==> src/rtl/core/sha256_pkg.sv <==
// ----------------------------------------------------------------------------
// SHA-256 hash engine package
// Item types, SHA-256 constants and the round functions of the engine.
// ----------------------------------------------------------------------------
package sha256_pkg;

    // One input item: a message byte with its flags.
    typedef struct packed {
        logic [7:0] msg_byte;
        logic       byte_present;
        logic       end_of_message;
    } in_item_t;

    // One result item: the digest as four 64-bit words.
    typedef struct packed {
        logic [63:0] digest_word0;
        logic [63:0] digest_word1;
        logic [63:0] digest_word2;
        logic [63:0] digest_word3;
    } out_item_t;

    typedef logic [0:7][31:0] hash_set_t;

    // Padding constants and block positions.
    localparam logic [7:0] PAD_MARK   = 8'h80;
    localparam logic [5:0] LEN_OFFSET = 6'd56;
    localparam logic [5:0] LAST_SLOT  = 6'd63;
    localparam logic [5:0] LAST_ROUND = 6'd63;

    // Initial hash values, H0 first.
    localparam hash_set_t INIT_HASH = '{
        32'h6a09e667, 32'hbb67ae85, 32'h3c6ef372, 32'ha54ff53a,
        32'h510e527f, 32'h9b05688c, 32'h1f83d9ab, 32'h5be0cd19};

    // Round constants.
    localparam logic [31:0] ROUND_K [0:63] = '{
        32'h428a2f98, 32'h71374491, 32'hb5c0fbcf, 32'he9b5dba5,
        32'h3956c25b, 32'h59f111f1, 32'h923f82a4, 32'hab1c5ed5,
        32'hd807aa98, 32'h12835b01, 32'h243185be, 32'h550c7dc3,
        32'h72be5d74, 32'h80deb1fe, 32'h9bdc06a7, 32'hc19bf174,
        32'he49b69c1, 32'hefbe4786, 32'h0fc19dc6, 32'h240ca1cc,
        32'h2de92c6f, 32'h4a7484aa, 32'h5cb0a9dc, 32'h76f988da,
        32'h983e5152, 32'ha831c66d, 32'hb00327c8, 32'hbf597fc7,
        32'hc6e00bf3, 32'hd5a79147, 32'h06ca6351, 32'h14292967,
        32'h27b70a85, 32'h2e1b2138, 32'h4d2c6dfc, 32'h53380d13,
        32'h650a7354, 32'h766a0abb, 32'h81c2c92e, 32'h92722c85,
        32'ha2bfe8a1, 32'ha81a664b, 32'hc24b8b70, 32'hc76c51a3,
        32'hd192e819, 32'hd6990624, 32'hf40e3585, 32'h106aa070,
        32'h19a4c116, 32'h1e376c08, 32'h2748774c, 32'h34b0bcb5,
        32'h391c0cb3, 32'h4ed8aa4a, 32'h5b9cca4f, 32'h682e6ff3,
        32'h748f82ee, 32'h78a5636f, 32'h84c87814, 32'h8cc70208,
        32'h90befffa, 32'ha4506ceb, 32'hbef9a3f7, 32'hc67178f2};

    // Compression function sigma on the a word.
    function automatic logic [31:0] big_sigma0(input logic [31:0] x);
        big_sigma0 = {x[1:0], x[31:2]} ^ {x[12:0], x[31:13]} ^ {x[21:0], x[31:22]};
    endfunction

    // Compression function sigma on the e word.
    function automatic logic [31:0] big_sigma1(input logic [31:0] x);
        big_sigma1 = {x[5:0], x[31:6]} ^ {x[10:0], x[31:11]} ^ {x[24:0], x[31:25]};
    endfunction

    // Message schedule sigma on the word fifteen back.
    function automatic logic [31:0] small_sigma0(input logic [31:0] x);
        small_sigma0 = {x[6:0], x[31:7]} ^ {x[17:0], x[31:18]} ^ {3'b000, x[31:3]};
    endfunction

    // Message schedule sigma on the word two back.
    function automatic logic [31:0] small_sigma1(input logic [31:0] x);
        small_sigma1 = {x[16:0], x[31:17]} ^ {x[18:0], x[31:19]} ^ {10'd0, x[31:10]};
    endfunction

endpackage

==> src/rtl/core/sha256_hash_engine.sv <==
// ----------------------------------------------------------------------------
// SHA-256 hash engine
// Byte-serial SHA-256 with one shared round unit under a small sequencer.
// ----------------------------------------------------------------------------
// Usage:
// Message items enter on msg_valid/msg_ready/msg_data, one byte per item.
// An item with byte_present low and end_of_message low is dropped. The item
// with end_of_message high closes the message (after its own byte, if any),
// and the engine then emits one digest item on dig_valid/dig_ready/dig_data.
// Flow: a byte item is taken while msg_ready is high. The 64th byte of a block
// starts the compression: the rounds, then a finishing step that folds the
// result into the hash words, during which msg_ready is low. An end item adds
// the padding, one byte per cycle up to the end of the block, and one or two
// more compressions; the digest is built in the finishing step after the last
// round and then registered at the output.
// Reset clears the hash words to the initial values and empties the block
// and bit count. The digest waits in an output register while dig_ready is
// low; byte items are still taken, but the next digest waits until the
// previous one has left.
// ----------------------------------------------------------------------------
module sha256_hash_engine (
    input  logic                  clk,
    input  logic                  rst_n,
    input  logic                  msg_valid,
    output logic                  msg_ready,
    input  sha256_pkg::in_item_t  msg_data,
    output logic                  dig_valid,
    input  logic                  dig_ready,
    output sha256_pkg::out_item_t dig_data
);

    typedef enum logic [2:0] {
        S_COLLECT,
        S_MARK,
        S_ZERO,
        S_ROUND,
        S_FINISH
    } state_t;

    state_t                state_reg, state_next;
    logic [511:0]          blk_reg, blk_next;
    logic [5:0]            fill_reg, fill_next;
    logic [63:0]           bc_reg, bc_next;
    logic [5:0]            round_reg, round_next;
    sha256_pkg::hash_set_t h_reg, h_next;
    sha256_pkg::hash_set_t v_reg, v_next;
    logic                  pad_reg, pad_next;
    logic                  len_reg, len_next;
    logic                  mark_reg, mark_next;
    logic                  out_valid_reg, out_valid_next;
    sha256_pkg::out_item_t out_data_reg, out_data_next;

    logic                  msg_fire;
    logic                  out_free;
    logic [31:0]           t1, t2, w_new;
    logic [7:0]            pad_byte;
    logic                  len_byte;
    sha256_pkg::hash_set_t h_sum;

    assign msg_ready = (state_reg == S_COLLECT);
    assign msg_fire  = msg_valid && msg_ready;
    assign out_free  = !out_valid_reg || dig_ready;
    assign dig_valid = out_valid_reg;
    assign dig_data  = out_data_reg;

    // Shared round unit: one compression round and one schedule word.
    always_comb
    begin
        t1 = v_reg[7] + sha256_pkg::big_sigma1(v_reg[4])
           + ((v_reg[4] & v_reg[5]) ^ (~v_reg[4] & v_reg[6]))
           + sha256_pkg::ROUND_K[round_reg] + blk_reg[511:480];
        t2 = sha256_pkg::big_sigma0(v_reg[0])
           + ((v_reg[0] & v_reg[1]) ^ (v_reg[0] & v_reg[2]) ^ (v_reg[1] & v_reg[2]));
        w_new = blk_reg[511:480] + sha256_pkg::small_sigma0(blk_reg[479:448])
              + blk_reg[223:192] + sha256_pkg::small_sigma1(blk_reg[63:32]);
    end

    // Hash words plus the working variables at the end of a block.
    always_comb
    begin
        for (int i = 0; i < 8; i++)
        begin
            h_sum[i] = h_reg[i] + v_reg[i];
        end
    end

    // Padding byte: zeros, then the bit count high byte first in the last block.
    assign len_byte = len_reg && (fill_reg >= sha256_pkg::LEN_OFFSET);
    assign pad_byte = len_byte ? bc_reg[63:56] : 8'h00;

    // Sequencer next-state logic.
    always_comb
    begin
        state_next     = state_reg;
        blk_next       = blk_reg;
        fill_next      = fill_reg;
        bc_next        = bc_reg;
        round_next     = round_reg;
        h_next         = h_reg;
        v_next         = v_reg;
        pad_next       = pad_reg;
        len_next       = len_reg;
        mark_next      = mark_reg;
        out_valid_next = out_valid_reg && !dig_ready;
        out_data_next  = out_data_reg;

        unique case (state_reg)
            S_COLLECT:
            begin
                if (msg_fire)
                begin
                    if (msg_data.byte_present)
                    begin
                        blk_next  = {blk_reg[503:0], msg_data.msg_byte};
                        fill_next = fill_reg + 6'd1;
                        bc_next   = bc_reg + 64'd8;
                    end
                    if (msg_data.byte_present && fill_reg == sha256_pkg::LAST_SLOT)
                    begin
                        state_next = S_ROUND;
                        v_next     = h_reg;
                        round_next = 6'd0;
                        pad_next   = msg_data.end_of_message;
                        len_next   = 1'b0;
                        mark_next  = 1'b0;
                    end
                    else if (msg_data.end_of_message)
                    begin
                        state_next = S_MARK;
                        pad_next   = 1'b1;
                        mark_next  = 1'b0;
                    end
                end
            end

            S_MARK:
            begin
                blk_next  = {blk_reg[503:0], sha256_pkg::PAD_MARK};
                fill_next = fill_reg + 6'd1;
                mark_next = 1'b1;
                if (fill_reg == sha256_pkg::LAST_SLOT)
                begin
                    state_next = S_ROUND;
                    v_next     = h_reg;
                    round_next = 6'd0;
                    len_next   = 1'b0;
                end
                else
                begin
                    state_next = S_ZERO;
                    len_next   = (fill_reg < sha256_pkg::LEN_OFFSET);
                end
            end

            S_ZERO:
            begin
                blk_next  = {blk_reg[503:0], pad_byte};
                fill_next = fill_reg + 6'd1;
                if (len_byte)
                begin
                    bc_next = {bc_reg[55:0], 8'h00};
                end
                if (fill_reg == sha256_pkg::LAST_SLOT)
                begin
                    state_next = S_ROUND;
                    v_next     = h_reg;
                    round_next = 6'd0;
                end
            end

            S_ROUND:
            begin
                v_next     = {t1 + t2, v_reg[0], v_reg[1], v_reg[2],
                              v_reg[3] + t1, v_reg[4], v_reg[5], v_reg[6]};
                blk_next   = {blk_reg[479:0], w_new};
                round_next = round_reg + 6'd1;
                if (round_reg == sha256_pkg::LAST_ROUND)
                begin
                    state_next = S_FINISH;
                end
            end

            S_FINISH:
            begin
                if (!pad_reg)
                begin
                    h_next     = h_sum;
                    state_next = S_COLLECT;
                end
                else if (len_reg)
                begin
                    // Final block: hand out the digest once the output is free.
                    if (out_free)
                    begin
                        out_valid_next             = 1'b1;
                        out_data_next.digest_word0 = {h_sum[0], h_sum[1]};
                        out_data_next.digest_word1 = {h_sum[2], h_sum[3]};
                        out_data_next.digest_word2 = {h_sum[4], h_sum[5]};
                        out_data_next.digest_word3 = {h_sum[6], h_sum[7]};
                        h_next     = sha256_pkg::INIT_HASH;
                        bc_next    = 64'd0;
                        fill_next  = 6'd0;
                        pad_next   = 1'b0;
                        len_next   = 1'b0;
                        mark_next  = 1'b0;
                        state_next = S_COLLECT;
                    end
                end
                else if (!mark_reg)
                begin
                    h_next     = h_sum;
                    state_next = S_MARK;
                end
                else
                begin
                    h_next     = h_sum;
                    len_next   = 1'b1;
                    state_next = S_ZERO;
                end
            end

            default:
            begin
                state_next = S_COLLECT;
            end
        endcase
    end

    // State, datapath and output registers.
    always_ff @(posedge clk or negedge rst_n)
    begin
        if (!rst_n)
        begin
            state_reg     <= S_COLLECT;
            fill_reg      <= 6'd0;
            bc_reg        <= 64'd0;
            round_reg     <= 6'd0;
            h_reg         <= sha256_pkg::INIT_HASH;
            pad_reg       <= 1'b0;
            len_reg       <= 1'b0;
            mark_reg      <= 1'b0;
            out_valid_reg <= 1'b0;
        end
        else
        begin
            state_reg     <= state_next;
            fill_reg      <= fill_next;
            bc_reg        <= bc_next;
            round_reg     <= round_next;
            h_reg         <= h_next;
            pad_reg       <= pad_next;
            len_reg       <= len_next;
            mark_reg      <= mark_next;
            out_valid_reg <= out_valid_next;
        end
    end

    // Payload registers carry no reset.
    always_ff @(posedge clk)
    begin
        blk_reg      <= blk_next;
        v_reg        <= v_next;
        out_data_reg <= out_data_next;
    end

endmodule

==> config.mk <==
export PLATFORM = sky130hd
export DESIGN_NAME = sha256_hash_engine
export DESIGN_NICKNAME = d
export VERILOG_FILES = /design/src/rtl/core/sha256_pkg.sv /design/src/rtl/core/sha256_hash_engine.sv
export SDC_FILE = /design/constraint.sdc
export NUM_CORES = 2
export LEC_CHECK = 0
export BUFFER_PORTS_ARGS = -buffer_cell sky130_fd_sc_hd__buf_4
export CAP_MARGIN = 20
export CORE_MARGIN = 1
export CORE_UTILIZATION = 57
export DETAILED_ROUTE_END_ITERATION = 8
export PLACE_DENSITY = 0.77
export SETUP_SLACK_MARGIN = 0.2
export SLEW_MARGIN = 20
export SYNTH_ARGS = -nofsm -noshare
export SYNTH_HDL_FRONTEND = slang
export SYNTH_SLANG_ARGS = --single-unit
==> constraint.sdc <==
create_clock -name clk -period 25.9 [get_ports clk]
set_clock_uncertainty 0.2 [all_clocks]
set_input_delay 1.295 -clock clk [delete_from_list [all_inputs] [get_ports clk]]
set_output_delay 1.295 -clock clk [all_outputs]
set_load 0.05 [all_outputs]
* Word-level counts from Yosys, hierarchy flattened
Memories as Yosys holds them, arrays and structs flattened.
Cells that the tools add are included.
** Cells by class
- Add/sub/neg operators :: 21
- $lt $le $gt $ge :: 3
- Equal/unequal tests :: 19
- Muxes and demuxes :: 66
- Bitwise operators :: 18
- Reductions and logical operators :: 25
** Operators with widths (number)
- one-hot mux 512 bit (4 select lines) :: 1
- two-way mux 256 bit :: 6
- two-way mux 512 bit :: 2
- one-hot mux 256 bit (3 select lines) :: 1
- adder 32 bit :: 18
- two-way mux 64 bit :: 6
- XOR 32 bit :: 9
- one-hot mux 64 bit (3 select lines) :: 1
- AND 32 bit :: 5
- adder 64 x 4 -> 64 bit, second input constant :: 1
- two-way mux 32 bit :: 2
- two-way mux 6 bit :: 8
- one-hot mux 6 bit (3 select lines) :: 2
- NOT 32 bit :: 1
- XOR 32 x 22 -> 32 bit :: 1
- XOR 32 x 29 -> 32 bit :: 1
- two-way mux 3 bit :: 8
- two-way mux 1 bit :: 23
- one-hot mux 3 bit (5 select lines) :: 1
- adder 6 x 1 -> 6 bit, second input constant :: 2
- equality test 6 bit, second input constant :: 2
- != test 2 bit, second input constant :: 6
- AND reduction 4 bit :: 3
- AND reduction 6 bit :: 2
- other kinds (27) :: 40
** Storage, ports and cells
- Register bits after elaboration :: 1363
- Memory bits (read-only) :: 2048
- Input port bits :: 14
- Output and inout port bits :: 258
- Word-level logic and storage cells :: 182
- Memories :: 1
** Memory list
- (name not given) :: depth 64, bits a word 32, read ports 1, clocked after memory_dff 0, write ports 0, line sha256_hash_engine.sv:71 : + sha256_pkg::ROUND_K[round_reg] + blk_reg[511:480];

* Depth between registers and ports, before layout
- Depth in word-level cells :: 8
- Mapped depth :: 37
- Mapped depth without buffers :: 35

* Worst setup path before layout
No wires, ideal clock.
- Path kind :: input to register
- Start :: in msg_valid
- End :: reg blk_reg[0] (enable)
- Data arrival time :: 25917 ps
- Required time :: 24142 ps
- Setup slack :: -1775 ps
- Stages :: 2
- Path through :: nand2_1 a21oi_1
** On the way
- Longest elaborated chain between the ends :: 3
** RTL lines
- start, declared :: line sha256_hash_engine.sv:24 : input logic msg_valid,
- logical AND 1 bit :: line sha256_hash_engine.sv:61 : assign msg_fire = msg_valid && msg_ready;
- != test 2 x 1 -> 1 bit (no source line)
- AND reduction 3 bit (no source line)
- end signal, assigned :: line sha256_hash_engine.sv:261 : blk_reg <= blk_next;
- end, declared :: line sha256_hash_engine.sv:41 : logic [511:0] blk_reg, blk_next;
Every way passes these cells.
A chain may end at the register's enable or synchronous reset.

==> flow_summary_export.csv <==
group,metric,value,unit
global_routing,grt_pass1_vias,62272,
route,dr.pass1.iters,7,
final_layout,drive_gt1_share,9.06,%
route,drtIter0Drc,7813,
die,boundaryPins,272,
route,vias_per_cell,6.16,
synthesis,syn_inst,8557,
worst_setup_path,crit_slowest_cell,"buf_4",
sta,worst_slew_pin_slew,1.26,ns
route,drcViolationCount,0,
run,cap_violations,0,
synthesis,async_reset_ff_share,24.7,%
die,core,144000,um2
global_routing,grt_usage,34.0,%
sta,hold_ws,0.297,ns
final_layout,largest_reg_flops,512,
worst_setup_path,cp-start-kind,"flop",
clock_network,cts_setup_buffers,0,
global_routing,antenna_found_initial,10,
global_routing,busiest_layer,"met2",
sta,relSlewSlack,16.2,%
sta,fmax,112,MHz
clock_network,numCtsBuffers,145,
clock_network,clk_latency,0.81,ns
die,start_util,57.6,%
route,wirelength,253000,um
placement,place_inst,10324,
placement,portBuffers,271,
min_path,hp-class,"primary input to async pin",
worst_setup_path,end_kind,"flop",
sta,setup_viol,0,
clock_network,tritoncts,"yes",
global_routing,overflow,0,
die,die_w,384,um
worst_setup_path,path_max_fanout,81,
global_routing,grt_max_degree,240,
clock_network,clock-sinks,1360,
sta,min_period_over_period,34.4,%
clock_network,path_clk_slew,0.06,ns
final_layout,final_common_cell,"nand2_1",
global_routing,use_met1,49.0,%
worst_setup_path,cp.arrival,9.25,ns
clock_network,cts.repair.resized,0,
synthesis,ys_ff_latch,1360,
clock_network,cts_root_buf,"clkbuf_16",
clock_network,clk_path_buf_depth,3,
outcome,status,"complete, no violations",
worst_setup_path,crit_top_cell,"a21oi_1",
synthesis,synthFlopType,"edfxtp_1",
route,vias,65269,
worst_setup_path,critPathKind,"flop to flop",
final_layout,stdcell_count,10591,
die,die_area,147000,um2
placement,gp_congestion,1.01,
global_routing,grt_use_met2,50.0,%
final_layout,syn2layout_area_growth,9.59,%
placement,dp_slack,17.16,ns
sta,finalWorstSetupSlack,17.00,ns
sta,slew_viol_final,0,
synthesis,synthesis.nets,9168,
global_routing,met3_usage,6.06,%
die,die_h,384,um
synthesis,avgSynthCellArea,9.71,um2
sta,min_period,8.90,ns
final_layout,nets,9179,
synthesis,synth_cell_types,102,
global_routing,grt_pass1_wl,381000,um
sta,report.final.hold_viol_count,0,
sta,rsz0062_at_grt,"false",
synthesis,synth_edf_count,1024,
synthesis,synth_warnings,0,
synthesis,syn_area,83100,um2
clock_network,htreeDepth,4,
worst_setup_path,required,26.24,ns
clock_network,hold_buffers,0,
synthesis,yosysSeqAreaShare,47.3,%
worst_setup_path,slowest_delay,0.69,ns
worst_setup_path,reg2reg_setup_slack,17.00,ns
route,antenna_left,0,
route,wl_per_cell,23.9,um
sta,fin_tns_setup,0,ns
final_layout,final_cell_mix,"2194 x nand2_1, 1024 x edfxtp_1, 517 x inv_1, 510 x o21ai_0, 409 x a21oi_1",
die,num_rows,139,
placement,dp_hpwl,183000,um
[layout make-up]
cell class	count	area [um2]
inverter	521	1960
sequential	1360	39300
clock buffer	179	3900
fill	11632	53100
tap	1903	2380
timing repair buffer	324	2500
clock inverter	85	811
multi-input combinational	6216	40200
antenna	3	7.51
[metal layers]
| metal | routed length [um] | vias up | share of wire, % |
|---|---|---|---|
| li1 | - | 29762 | - |
| met4 | 13200 | 10 | 5.2 |
| met5 | 88 | - | 0.035 |
| met1 | 106000 | 31672 | 42 |
| met2 | 109000 | 3226 | 43 |
| met3 | 24500 | 599 | 9.7 |
[synth_stat cells, types with 30 or more instances]
library cell  count  area [um2]
a211oi_1         49         368
a21o_1          200        1500
a21oi_1         412        2060
a22o_1          117        1020
a22oi_1          30         225
a31oi_1          61         382
and2_1           31         194
and3_1           66         413
buf_1            50         188
clkbuf_1        404        1520
dfrtp_1         200        5000
dfstp_2         136        3570
edfxtp_1       1024       30700
fa_1            195        3900
ha_1            402        5030
inv_1           518        1940
mux2_2           33         372
nand2_1        2197        8250
nand2b_1         45         282
nand3_1         100         500
nand4_1          48         300
nor2_1          322        1210
nor2b_1          45         282
nor3_1           82         410
o211ai_1         39         293
o21a_1           47         353
o21ai_0         511        2560
o21ai_1          34         170
o21bai_1         49         368
o22a_1          129        1130
or3_1            33         206
xnor2_1         378        3310
xor2_1          215        1880
[cells by family (layout without fill, tap and decap cells)]
group,after synthesis,after routing,synth area share (%)
XOR/XNOR,593,593,6.25
adder cells (fa/ha/maj),600,600,10.8
AO/OA/AOI/OAI,1915,1915,15.2
other,0,3,0
buffers and inverters,981,1109,4.44
flip-flops,1360,1360,47.3
AND/OR/NAND/NOR,3046,3046,15.2
multiplexers,62,62,0.842
[critical path: cells and delay by family (launching register included)]
kind,cells,cell delay (ns)
buffers and inverters,4,0.90
AO/OA/AOI/OAI,14,2.70
multiplexers,2,0.74
XOR/XNOR,1,0.19
flip-flops,1,0.56
AND/OR/NAND/NOR,7,1.67
adder cells (fa/ha/maj),4,1.69
[stage by stage]
stage	cell area, um2	util (%)
2_1_floorplan	83100	-
3_3_place_gp	86300	59.9
3_5_place_dp	86300	59.9
4_1_cts	91100	63.2
5_1_grt	91100	63.2
6_report	91100	63.2
[path summary, 6_finish.rpt]
| path | from | endpoint | depth (start not counted) |
|---|---|---|---|
| setup / recovery | round_reg[2] | v_reg[255] | 32 |
| hold / removal | rst_n | bc_reg[34] | 1 |
| setup reg to reg | round_reg[2] | v_reg[255] | 32 |
| hold reg to reg | h_reg[58] | h_reg[58] | 1 |
| max in group asynchronous | rst_n | h_reg[79] | 3 |
| min in group clk | h_reg[58] | h_reg[58] | 1 |
Power is left out: the tool's default activity adds up to more than one toggle a clock period on the data nets, which glitch-free logic cannot reach.
